<file path="src/isr_pkg.sv">
// ----------------------------------------------------------------------------
// isr_pkg: shared types and constants of the record insertion sorter
// Record, request and store access types, and the store sizing.
// ----------------------------------------------------------------------------
package isr_pkg;

  localparam int MaxRecords = 64;
  localparam int IdxW       = $clog2(MaxRecords);
  localparam int CntW       = IdxW + 1;
  localparam int KeyW       = 16;
  localparam int IdW        = 16;
  localparam int CmpW       = 11;

  localparam logic [CmpW-1:0] CmpMax = {CmpW{1'b1}};

  typedef struct packed {
    logic [KeyW-1:0] sort_key;
    logic [IdW-1:0]  record_id;
    logic            final_item;
  } in_req_t;

  typedef struct packed {
    logic [KeyW-1:0] sorted_key;
    logic [IdW-1:0]  sorted_id;
    logic [CmpW-1:0] comparison_total;
    logic            end_of_run;
  } out_req_t;

  typedef struct packed {
    logic [KeyW-1:0] key;
    logic [IdW-1:0]  id;
  } rec_t;

  typedef struct packed {
    logic            we;
    logic [IdxW-1:0] waddr;
    rec_t            wdata;
    logic            re;
    logic [IdxW-1:0] raddr;
  } store_req_t;

endpackage

</file>
<file path="src/isr_store.sv">
// ----------------------------------------------------------------------------
// isr_store: record memory
// One write port and one read port; read data registered, held between reads.
// ----------------------------------------------------------------------------
module isr_store (
  input  logic               clk_i,
  input  isr_pkg::store_req_t req_i,
  output isr_pkg::rec_t      rdata_o
);

  isr_pkg::rec_t mem [isr_pkg::MaxRecords];
  isr_pkg::rec_t rdata_q;

  always_ff @(posedge clk_i) begin
    if (req_i.we) begin
      mem[req_i.waddr] <= req_i.wdata;
    end
    if (req_i.re) begin
      rdata_q <= mem[req_i.raddr];
    end
  end

  assign rdata_o = rdata_q;

endmodule

</file>
<file path="src/isr_out_reg.sv">
// ----------------------------------------------------------------------------
// isr_out_reg: output request register
// Holds one result request until the downstream side takes it.
// ----------------------------------------------------------------------------
module isr_out_reg (
  input  logic              clk_i,
  input  logic              rst_ni,
  input  logic              load_i,
  input  isr_pkg::out_req_t data_i,
  input  logic              stall_i,
  output logic              valid_o,
  output isr_pkg::out_req_t req_o,
  output logic              free_o
);

  logic              valid_q;
  isr_pkg::out_req_t data_q;

  always_ff @(posedge clk_i or negedge rst_ni) begin
    if (!rst_ni) begin
      valid_q <= 1'b0;
    end else if (load_i) begin
      valid_q <= 1'b1;
    end else if (!stall_i) begin
      valid_q <= 1'b0;
    end
  end

  always_ff @(posedge clk_i) begin
    if (load_i) begin
      data_q <= data_i;
    end
  end

  // Free when empty or when the held request leaves this cycle.
  assign free_o  = !valid_q || !stall_i;
  assign valid_o = valid_q;
  assign req_o   = data_q;

endmodule

</file>
<file path="src/insertion_sort_records_unit.sv">
// ----------------------------------------------------------------------------
// insertion_sort_records_unit: stable insertion sorter for keyed records
// Inserts each incoming record into a sorted record memory and, at list end,
// streams the whole sorted list out with the comparison total.
// ----------------------------------------------------------------------------
//
//   channel | valid       | stall       | payload
//   --------+-------------+-------------+--------------------------
//   input   | in_valid_i  | in_stall_o  | in_req_i  (in_req_t)
//   output  | out_valid_o | out_stall_i | out_req_o (out_req_t)
//
// Insertion: each insertion into a store of n records shifts s stored records
//   up (s in 0..n); the scan reads one memory entry and writes one back per
//   cycle through the single read port.
// Emission reads the stored records from entry 0 upward into the output register.
// Reset clears the record count, comparison count and control; the memory
//   itself is not cleared, and only entries below the count are ever read.
// Output stalls pause emission; the input is stalled whenever not idle.
// ----------------------------------------------------------------------------
module insertion_sort_records_unit (
  input  logic              clk_i,
  input  logic              rst_ni,
  input  logic              in_valid_i,
  output logic              in_stall_o,
  input  isr_pkg::in_req_t  in_req_i,
  output logic              out_valid_o,
  input  logic              out_stall_i,
  output isr_pkg::out_req_t out_req_o
);

  typedef enum logic [2:0] {
    S_IDLE,
    S_SCAN,
    S_PLACE,
    S_EMIT_START,
    S_EMIT_WAIT
  } state_e;

  state_e                        state_q, state_d;
  logic [isr_pkg::IdxW-1:0]      pos_q, pos_d;
  logic [isr_pkg::CntW-1:0]      cnt_q, cnt_d;
  logic [isr_pkg::CmpW-1:0]      cmp_q, cmp_d;
  logic [isr_pkg::IdxW-1:0]      idx_q, idx_d;
  isr_pkg::in_req_t              in_q, in_d;

  isr_pkg::store_req_t st_req;
  isr_pkg::rec_t       rd_data;
  isr_pkg::rec_t       new_rec;
  isr_pkg::out_req_t   out_data;
  logic                out_load;
  logic                out_free;
  logic                last_entry;
  logic [isr_pkg::CntW-1:0] cnt_inc;

  isr_store u_store (
    .clk_i   (clk_i),
    .req_i   (st_req),
    .rdata_o (rd_data)
  );

  isr_out_reg u_out_reg (
    .clk_i   (clk_i),
    .rst_ni  (rst_ni),
    .load_i  (out_load),
    .data_i  (out_data),
    .stall_i (out_stall_i),
    .valid_o (out_valid_o),
    .req_o   (out_req_o),
    .free_o  (out_free)
  );

  assign new_rec    = '{key: in_q.sort_key, id: in_q.record_id};
  assign cnt_inc    = cnt_q + isr_pkg::CntW'(1);
  // The entry in the read register is the last one of the list.
  assign last_entry = (isr_pkg::CntW'(idx_q) + isr_pkg::CntW'(1)) == cnt_q;
  assign out_data   = '{sorted_key:       rd_data.key,
                        sorted_id:        rd_data.id,
                        comparison_total: cmp_q,
                        end_of_run:       last_entry};

  // Take a new request only between lists and insertions.
  assign in_stall_o = (state_q != S_IDLE);

  always_comb begin
    state_d  = state_q;
    pos_d    = pos_q;
    cnt_d    = cnt_q;
    cmp_d    = cmp_q;
    idx_d    = idx_q;
    in_d     = in_q;
    st_req   = '0;
    out_load = 1'b0;

    unique case (state_q)
      S_IDLE: begin
        if (in_valid_i) begin
          in_d  = in_req_i;
          // Count is below the store depth here, so it fits the index.
          pos_d = cnt_q[isr_pkg::IdxW-1:0];
          if (cnt_q == '0) begin
            state_d = S_PLACE;
          end else begin
            // Fetch the last stored entry for the first comparison.
            st_req.re    = 1'b1;
            st_req.raddr = cnt_q[isr_pkg::IdxW-1:0] - isr_pkg::IdxW'(1);
            state_d      = S_SCAN;
          end
        end
      end

      S_SCAN: begin
        // Entry pos-1 sits in the read register: count one comparison.
        if (cmp_q != isr_pkg::CmpMax) begin
          cmp_d = cmp_q + isr_pkg::CmpW'(1);
        end
        if (rd_data.key > in_q.sort_key) begin
          // Shift the larger entry up one place; keep scanning down unless it was entry 0.
          st_req.we    = 1'b1;
          st_req.waddr = pos_q;
          st_req.wdata = rd_data;
          pos_d        = pos_q - isr_pkg::IdxW'(1);
          if (pos_q == isr_pkg::IdxW'(1)) begin
            state_d = S_PLACE;
          end else begin
            st_req.re    = 1'b1;
            st_req.raddr = pos_q - isr_pkg::IdxW'(2);
          end
        end else begin
          // Equal or smaller key: drop the new record in above it.
          st_req.we    = 1'b1;
          st_req.waddr = pos_q;
          st_req.wdata = new_rec;
          cnt_d        = cnt_inc;
          state_d      = (in_q.final_item || cnt_inc == isr_pkg::CntW'(isr_pkg::MaxRecords))
                         ? S_EMIT_START : S_IDLE;
        end
      end

      S_PLACE: begin
        st_req.we    = 1'b1;
        st_req.waddr = pos_q;
        st_req.wdata = new_rec;
        cnt_d        = cnt_inc;
        state_d      = (in_q.final_item || cnt_inc == isr_pkg::CntW'(isr_pkg::MaxRecords))
                       ? S_EMIT_START : S_IDLE;
      end

      S_EMIT_START: begin
        st_req.re    = 1'b1;
        st_req.raddr = '0;
        idx_d        = '0;
        state_d      = S_EMIT_WAIT;
      end

      S_EMIT_WAIT: begin
        // Hold the read register until the output slot frees up.
        if (out_free) begin
          out_load = 1'b1;
          if (last_entry) begin
            cnt_d   = '0;
            cmp_d   = '0;
            state_d = S_IDLE;
          end else begin
            st_req.re    = 1'b1;
            st_req.raddr = idx_q + isr_pkg::IdxW'(1);
            idx_d        = idx_q + isr_pkg::IdxW'(1);
          end
        end
      end

      default: begin
        state_d = S_IDLE;
      end
    endcase
  end

  always_ff @(posedge clk_i or negedge rst_ni) begin
    if (!rst_ni) begin
      state_q <= S_IDLE;
      cnt_q   <= '0;
      cmp_q   <= '0;
      pos_q   <= '0;
      idx_q   <= '0;
      in_q    <= '0;
    end else begin
      state_q <= state_d;
      cnt_q   <= cnt_d;
      cmp_q   <= cmp_d;
      pos_q   <= pos_d;
      idx_q   <= idx_d;
      in_q    <= in_d;
    end
  end

`ifndef SYNTH
  a_no_rw_same_entry: assert property (@(posedge clk_i) disable iff (!rst_ni)
    (st_req.we && st_req.re) |-> (st_req.waddr != st_req.raddr))
    else $error("store read and write hit the same entry");

  a_count_bound: assert property (@(posedge clk_i) disable iff (!rst_ni)
    cnt_q <= isr_pkg::CntW'(isr_pkg::MaxRecords))
    else $error("record count above store depth");

  a_scan_pos: assert property (@(posedge clk_i) disable iff (!rst_ni)
    (state_q == S_SCAN) |-> (pos_q != '0))
    else $error("scan running at position zero");

  a_load_free: assert property (@(posedge clk_i) disable iff (!rst_ni)
    out_load |-> out_free)
    else $error("output register overwritten while held");

  a_clear_after_end: assert property (@(posedge clk_i) disable iff (!rst_ni)
    (out_load && out_data.end_of_run) |=> (cnt_q == '0 && cmp_q == '0))
    else $error("counts not cleared after list end");
`endif

endmodule

</file>
<file path="config.mk">
export PLATFORM = sky130hd
export DESIGN_NAME = insertion_sort_records_unit
export DESIGN_NICKNAME = d
export VERILOG_FILES = /design/src/isr_pkg.sv /design/src/isr_store.sv /design/src/isr_out_reg.sv /design/src/insertion_sort_records_unit.sv
export SDC_FILE = /design/constraint.sdc
export NUM_CORES = 2
export LEC_CHECK = 0
export BUFFER_PORTS_ARGS = -buffer_cell sky130_fd_sc_hd__buf_2
export CORE_ASPECT_RATIO = 0.75
export CORE_MARGIN = 8
export CORE_UTILIZATION = 50
export DETAILED_ROUTE_END_ITERATION = 12
export PLACE_DENSITY_LB_ADDON = 0.08
export SYNTH_ARGS = -nofsm -noshare
export SYNTH_HDL_FRONTEND = slang
export SYNTH_SLANG_ARGS = --single-unit
</file>
<file path="constraint.sdc">
create_clock -name clk_i -period 12.2 [get_ports clk_i]
set_input_delay 2.44 -clock clk_i [delete_from_list [all_inputs] [get_ports clk_i]]
set_output_delay 2.44 -clock clk_i [all_outputs]
set_load 0.03 [all_outputs]
</file>
## Word level (Yosys, flattened, before mapping)

Memory sizes are Yosys's and may differ from the RTL's. A register that Yosys moved wholly into a read port is not among the register bits.
Cells that the tools add are included.

| storage, ports and cells | value |
|---|---|
| bits in writable memories | 2,048 |
| bits in registers | 111 |
| word-level logic and storage cells | 93 |
| memories | 1 |
| input bits | 37 |
| output and inout bits | 46 |

Memory list:

| memory | depth | width | rd ports | clocked after Yosys merged registers in | wr ports | RTL line | RTL |
|---|---|---|---|---|---|---|---|
| u_store.mem | 64 | 32 | 1 | 1 | 1 | isr_store.sv:11 | `isr_pkg::rec_t mem [isr_pkg::MaxRecords];` |

| cells by class | value |
|---|---|
| reduce and logical (&&, ||, !) cells | 17 |
| equality and inequality tests | 17 |
| mux-type cells | 37 |
| add/sub/neg operators | 7 |
| order comparisons | 1 |

Operators by type and width:

| kind | number |
|---|---|
| $pmux 39 s2 | 1 |
| $mux 7 | 9 |
| $mux 11 | 3 |
| $mux 32 | 1 |
| $pmux 7 s4 | 1 |
| $mux 6 | 4 |
| $pmux 6 s2 | 2 |
| $pmux 11 s2 | 1 |
| $pmux 7 s3 | 1 |
| $gt 16x16->1 | 1 |
| $mux 3 | 5 |
| $pmux 3 s5 | 1 |
| $ne 2x2->1 const B | 7 |
| $reduce_and 4->1 | 3 |
| $sub 6x1->6 const B | 2 |
| $add 11x1->11 const B | 1 |
| $ne 11x11->1 const B | 1 |
| $add 6x1->7 const B | 1 |
| $add 7x1->7 const B | 1 |
| $eq 7x7->1 | 1 |
| $eq 7x7->1 const B | 1 |
| $logic_not 7->1 | 1 |
| $add 6x1->6 const B | 1 |
| $eq 3x2->1 const B | 2 |
| other kinds (15) | 27 |

## Depth between registers and ports, before layout

| logic depth | value |
|---|---|
| depth in word-level cells | 6 |
| depth in mapped cells | 18 |
| gate-level depth less buffers | 12 |

## Hierarchy

A second synthesis with hierarchy kept.

| unflattened totals | value |
|---|---|
| cells, all modules | 3,879 |
| area, all modules | 84,534.8 um^2 |

Modules (own cells, without submodules):

| module | instances | area an instance (um^2) | sequential area each (um^2) | cells an instance |
|---|---|---|---|---|
| isr_store | 1 | 78,835.6 | 62,459.9 | 3,324 |
| insertion_sort_records_unit | 1 | 4,341.7 | 1,651.6 | 508 |
| isr_out_reg | 1 | 1,357.6 | 1,346.3 | 47 |

## Least setup slack after synthesis

No wires, ideal clock.

| path | value |
|---|---|
| kind | input-to-reg |
| start | in out_stall_i |
| end | reg, netlist name u_store.rdata_o[16] |
| setup slack | 6.192 ns |
| arrival time | 5.736 ns |
| path buffers | 2 |
| stages on the path | 12 |
| path through | nand2_1 -> nand2_1 -> inv_1 -> o311ai_4 -> o211a_1 -> buf_2 -> nand3_2 -> buf_4 -> a21oi_1 -> or4_1 -> o31a_1 -> or4_1 |

| on the way | value |
|---|---|
| cells in the longest elaborated chain, start to end | 4 |

Ends and longest elaborated chain:

| element | RTL line | RTL |
|---|---|---|
| start, declared | insertion_sort_records_unit.sv:27 | `input logic out_stall_i,` |
| $logic_not 1->1 | -- |  |
| $logic_or 1x1->1 | isr_out_reg.sv:36 | `assign free_o = !valid_q \|\| !stall_i;` |
| $mux 7 | insertion_sort_records_unit.sv:157 | `if (out_free) begin` |
| $pmux 7 s4 | insertion_sort_records_unit.sv:94 | `unique case (state_q)` |

No other way between the ends.
A chain may end at the register's enable or synchronous reset.

## Worst setup path after layout

| path | value |
|---|---|
| start | in out_stall_i |
| end | reg, netlist name u_store.rdata_o[24] |

| on the way | value |
|---|---|
| cells in the longest elaborated chain, start to end | 4 |

Ends and longest elaborated chain:

| element | RTL line |
|---|---|
| $logic_not 1->1 | -- |
| $logic_or 1x1->1 | isr_out_reg.sv:36 |
| $mux 7 | insertion_sort_records_unit.sv:157 |
| $pmux 7 s4 | insertion_sort_records_unit.sv:94 |

No other way between the ends.

==> metrics.md <==
| Metric | Value |
|---|---|
| Outcome | finished, final reports clean |
| R2r setup slk | 5.41 ns |
| Global route overflow | 0 |
| Global-route wire length before repair | 345 mm |
| Cell family with most CP delay | buffers and inverters |
| Buf/Inv on CP | 6 |
| Maximum vdd drop | 0.280 mV |
| Min Tclk post-route | 6.84 ns |
| Largest net degree at the start of global routing | 154 |
| Max stage delay on crit path | 0.81 ns |
| CP dominant cell by count | buf_4 |
| Crit path cell chain | buf_2, nand2_1, nand2_1, clkinv_2, buf_4, o311ai_4, o211ai_4, buf_12, o2111ai_4, buf_4, buf_4, o22ai_1, o41ai_1, o2111ai_1 |
| Root Buffer | clkbuf_16 |
| Avg WL per Cell | 32.2 um |
| Clk_skew | 0.0251 ns |
| Drt first pass iters | 5 |
| Die area | 0.185 mm2 |
| GP Congestion | 0.824 |
| Starting density of the core | 50.3% |
| F_max | 0.146 GHz |
| Post-Route WL | 246 mm |
| Reg2Reg Capture Point | u_store.rdata_o[24] |
| Die Y-Extent | 374 um |
| Clock transition at the registers of the reported paths | 0.07 ns |
| Core area | 0.170 mm2 |
| Slew @ Worst Pin | 1.40 ns |
| PortBufs | 82 |
| Synth top area cells | edfxtp_1, mux2i_1, nand2_1, dfrtp_1, o22ai_1 |
| Critical path required time | 12.70 ns |
| Post-synthesis cell area | 0.0857 mm2 |
| Slew Viols, Final | 0 |
| Leak Pwr | 34.0 nW |
| Initial antenna violation count | 3 |
| Asr flop ratio synth | 3.06% |
| Post-synth cell types | 79 |
| CP max-delay cell | o41ai_1 |
| Mapped Cells | 5101 |
| Hold path start | cmp_q[6] |
| Power per cell area | 283 mW/mm2 |
| Final hold violation count | 0 |
| Hold Crit Depth | 0 |
| # DRC | 0 |
| Hpwl dp | 125 mm |
| Worst hold endpoint | u_out_reg.req_o[7] |
| DR vias/cell | 6.33 |
| Dominant synthesized flop cell | edfxtp_1 |
| H-tree depth | 4 |
| CP Capture Type | flop |
| Gr usage total | 25.9% |
| Final period utilization | 56.0% |
| Max Root-Sink Buffers | 3 |
| Post-Syn Nets | 5163 |
| Final setup vio count | 0 |
| Post-Synthesis Mean Instance Area | 16.8 um2 |
| Ys Warns | 0 |
| Worst-path fanout max | 153 |
| Post-cts sizing count | 0 |
| Worst R2R Path Depth | 12 |
| Rel. slew slack | 6.05% |
| CTS tree | built |
| Post-DRT Antenna Nets | 0 |
| Post-synth top cells | edfxtp_1, mux2i_1, nand2_1, o22ai_1, a21oi_1 |
| CTS buffer count | 204 |
| Maxcap violations | 0 |
| Std cell rows | 131 |
| Seq/Total Area, Yosys | 76.4% |
| Cts hold-fix bufs | 0 |
| DRT iter0 DRCs | 5983 |
| Worst skew pair latency | 0.83 ns |
| Area Overhead vs Synth | 11.7% |
| Nets | 5285 |
| Post-CTS setup buffer count | 0 |
| Fin Setup TNS | 0 ns |
| Launch point of the worst reg-to-reg path | u_store.rdata_o[26] |
| # diodes | 0 |
| Setup WS post-layout | 5.36 ns |
| Number of flops mapped to enable cells by yosys | 2124 |
| Count leader, synth | edfxtp_1 |
| Yosys top cell by area | edfxtp_1 |
| Dpl ws | 4.45 ns |
| Critical path arrival | 7.33 ns |
| Clock Sinks | 2191 |
| Synthesized flop and latch total | 2191 |
| Via Count | 48400 |
| Worst hold path class | reg -> reg |
| Top cell type's share of synthesized area | 74.5% |
| Startpoint Class | input pin |
| RSZ-0062 raised after global routing | false |
| Crit Path Class | in -> reg |
| Number of global-route vias before repair | 45300 |
| # IOs | 83 |
| Die width | 494 um |
| Share of cells above drive strength 1 | 12.7% |
## cells in the final DEF (no fill, tap or decap), types with 24 or more instances in the layout
| master | count |
|---|---|
| inv_1 | 27 |
| o41ai_1 | 29 |
| clkbuf_16 | 211 |
| ha_1 | 25 |
| clkinv_1 | 49 |
| a32oi_1 | 53 |
| clkbuf_1 | 62 |
| edfxtp_1 | 2124 |
| o21ai_0 | 95 |
| and2_1 | 25 |
| buf_2 | 81 |
| o2111ai_1 | 24 |
| o22ai_1 | 256 |
| buf_4 | 135 |
| o32ai_1 | 64 |
| and3_1 | 30 |
| a21oi_1 | 242 |
| dfrtp_1 | 67 |
| nand2_1 | 479 |
| mux2i_1 | 673 |
| nor2_1 | 46 |
| mux4_2 | 37 |
| nor2_4 | 68 |
| nor4_1 | 26 |
| a22oi_1 | 116 |
## worst max path at each step
stage                                endpoint  cells past startpoint   startpoint  slack, ns
after floorplan           u_store.rdata_o[16]                     12  out_stall_i       6.19
after global placement    u_store.rdata_o[24]                     14  out_stall_i       4.59
after detailed placement  u_store.rdata_o[24]                     14  out_stall_i       4.45
after CTS                 u_store.rdata_o[24]                     14  out_stall_i       5.35
after global routing       u_store.rdata_o[9]                     13  out_stall_i       5.17
final                     u_store.rdata_o[24]                     14  out_stall_i       5.36
## per-stage QoR
stage               hold WS, ns  area [um2]  power (mW)  utilization, %  std cells
global route              0.510       95600        28.2            56.2       7646
floorplan                 0.427       85700        17.5               -       5101
detailed placement        0.478       89400        21.1            52.5       7278
global placement          0.470       89400        21.0            52.5       7278
CTS                       0.489       95600        27.2            56.2       7646
finish                    0.497       95600        27.1            56.2       7646
## cell type report
type | instances | area, um2
Fill cell | 13100 | 74500
Clock buffer | 278 | 5580
Timing Repair Buffer | 225 | 1600
Multi-Input combinational cell | 2573 | 19400
Inverter | 28 | 106
Tap cell | 2261 | 2830
Sequential cell | 2191 | 65500
Clock inverter | 90 | 667
## layer usage
metal	up-vias	track usage (%)	wire [um]
met4	0	6.38	5530
met3	286	4.76	22700
li1	20600	-	-
met2	2272	38.4	109000
met1	25300	39.8	109000
met5	-	0	0
## report_power, final
part / internal (mW) / total (mW) / switching, mW
clock: 3.36 / 6.09 / 2.73
sequential: 10.7 / 11.0 / 0.332
combinational: 2.84 / 9.98 / 7.14
## cell families (layout without fill, tap and decap cells)
kind of cell	after synthesis	after routing	synth area share, %
xor gates and xnor gates	26	26	0.323
and+or+nand+nor	789	789	4.10
muxes	729	729	9.09
AOI/OAI and AO/OA	1004	1004	7.81
adders and majority gates	25	25	0.365
buffers and inverters	337	621	1.89
DFF	2191	2191	76.4
## sequential cells by signal, indices dropped and copies added, names as in the netlist
signal,flops
idx_q,6
pos_q,6
cmp_q,11
u_store.rdata_o,32
state_q,3
u_store.mem,2048
u_out_reg.valid_o,1
in_q,33
cnt_q,7
u_out_reg.req_o,44
No activity file was read; power rests on OpenSTA's default activity.
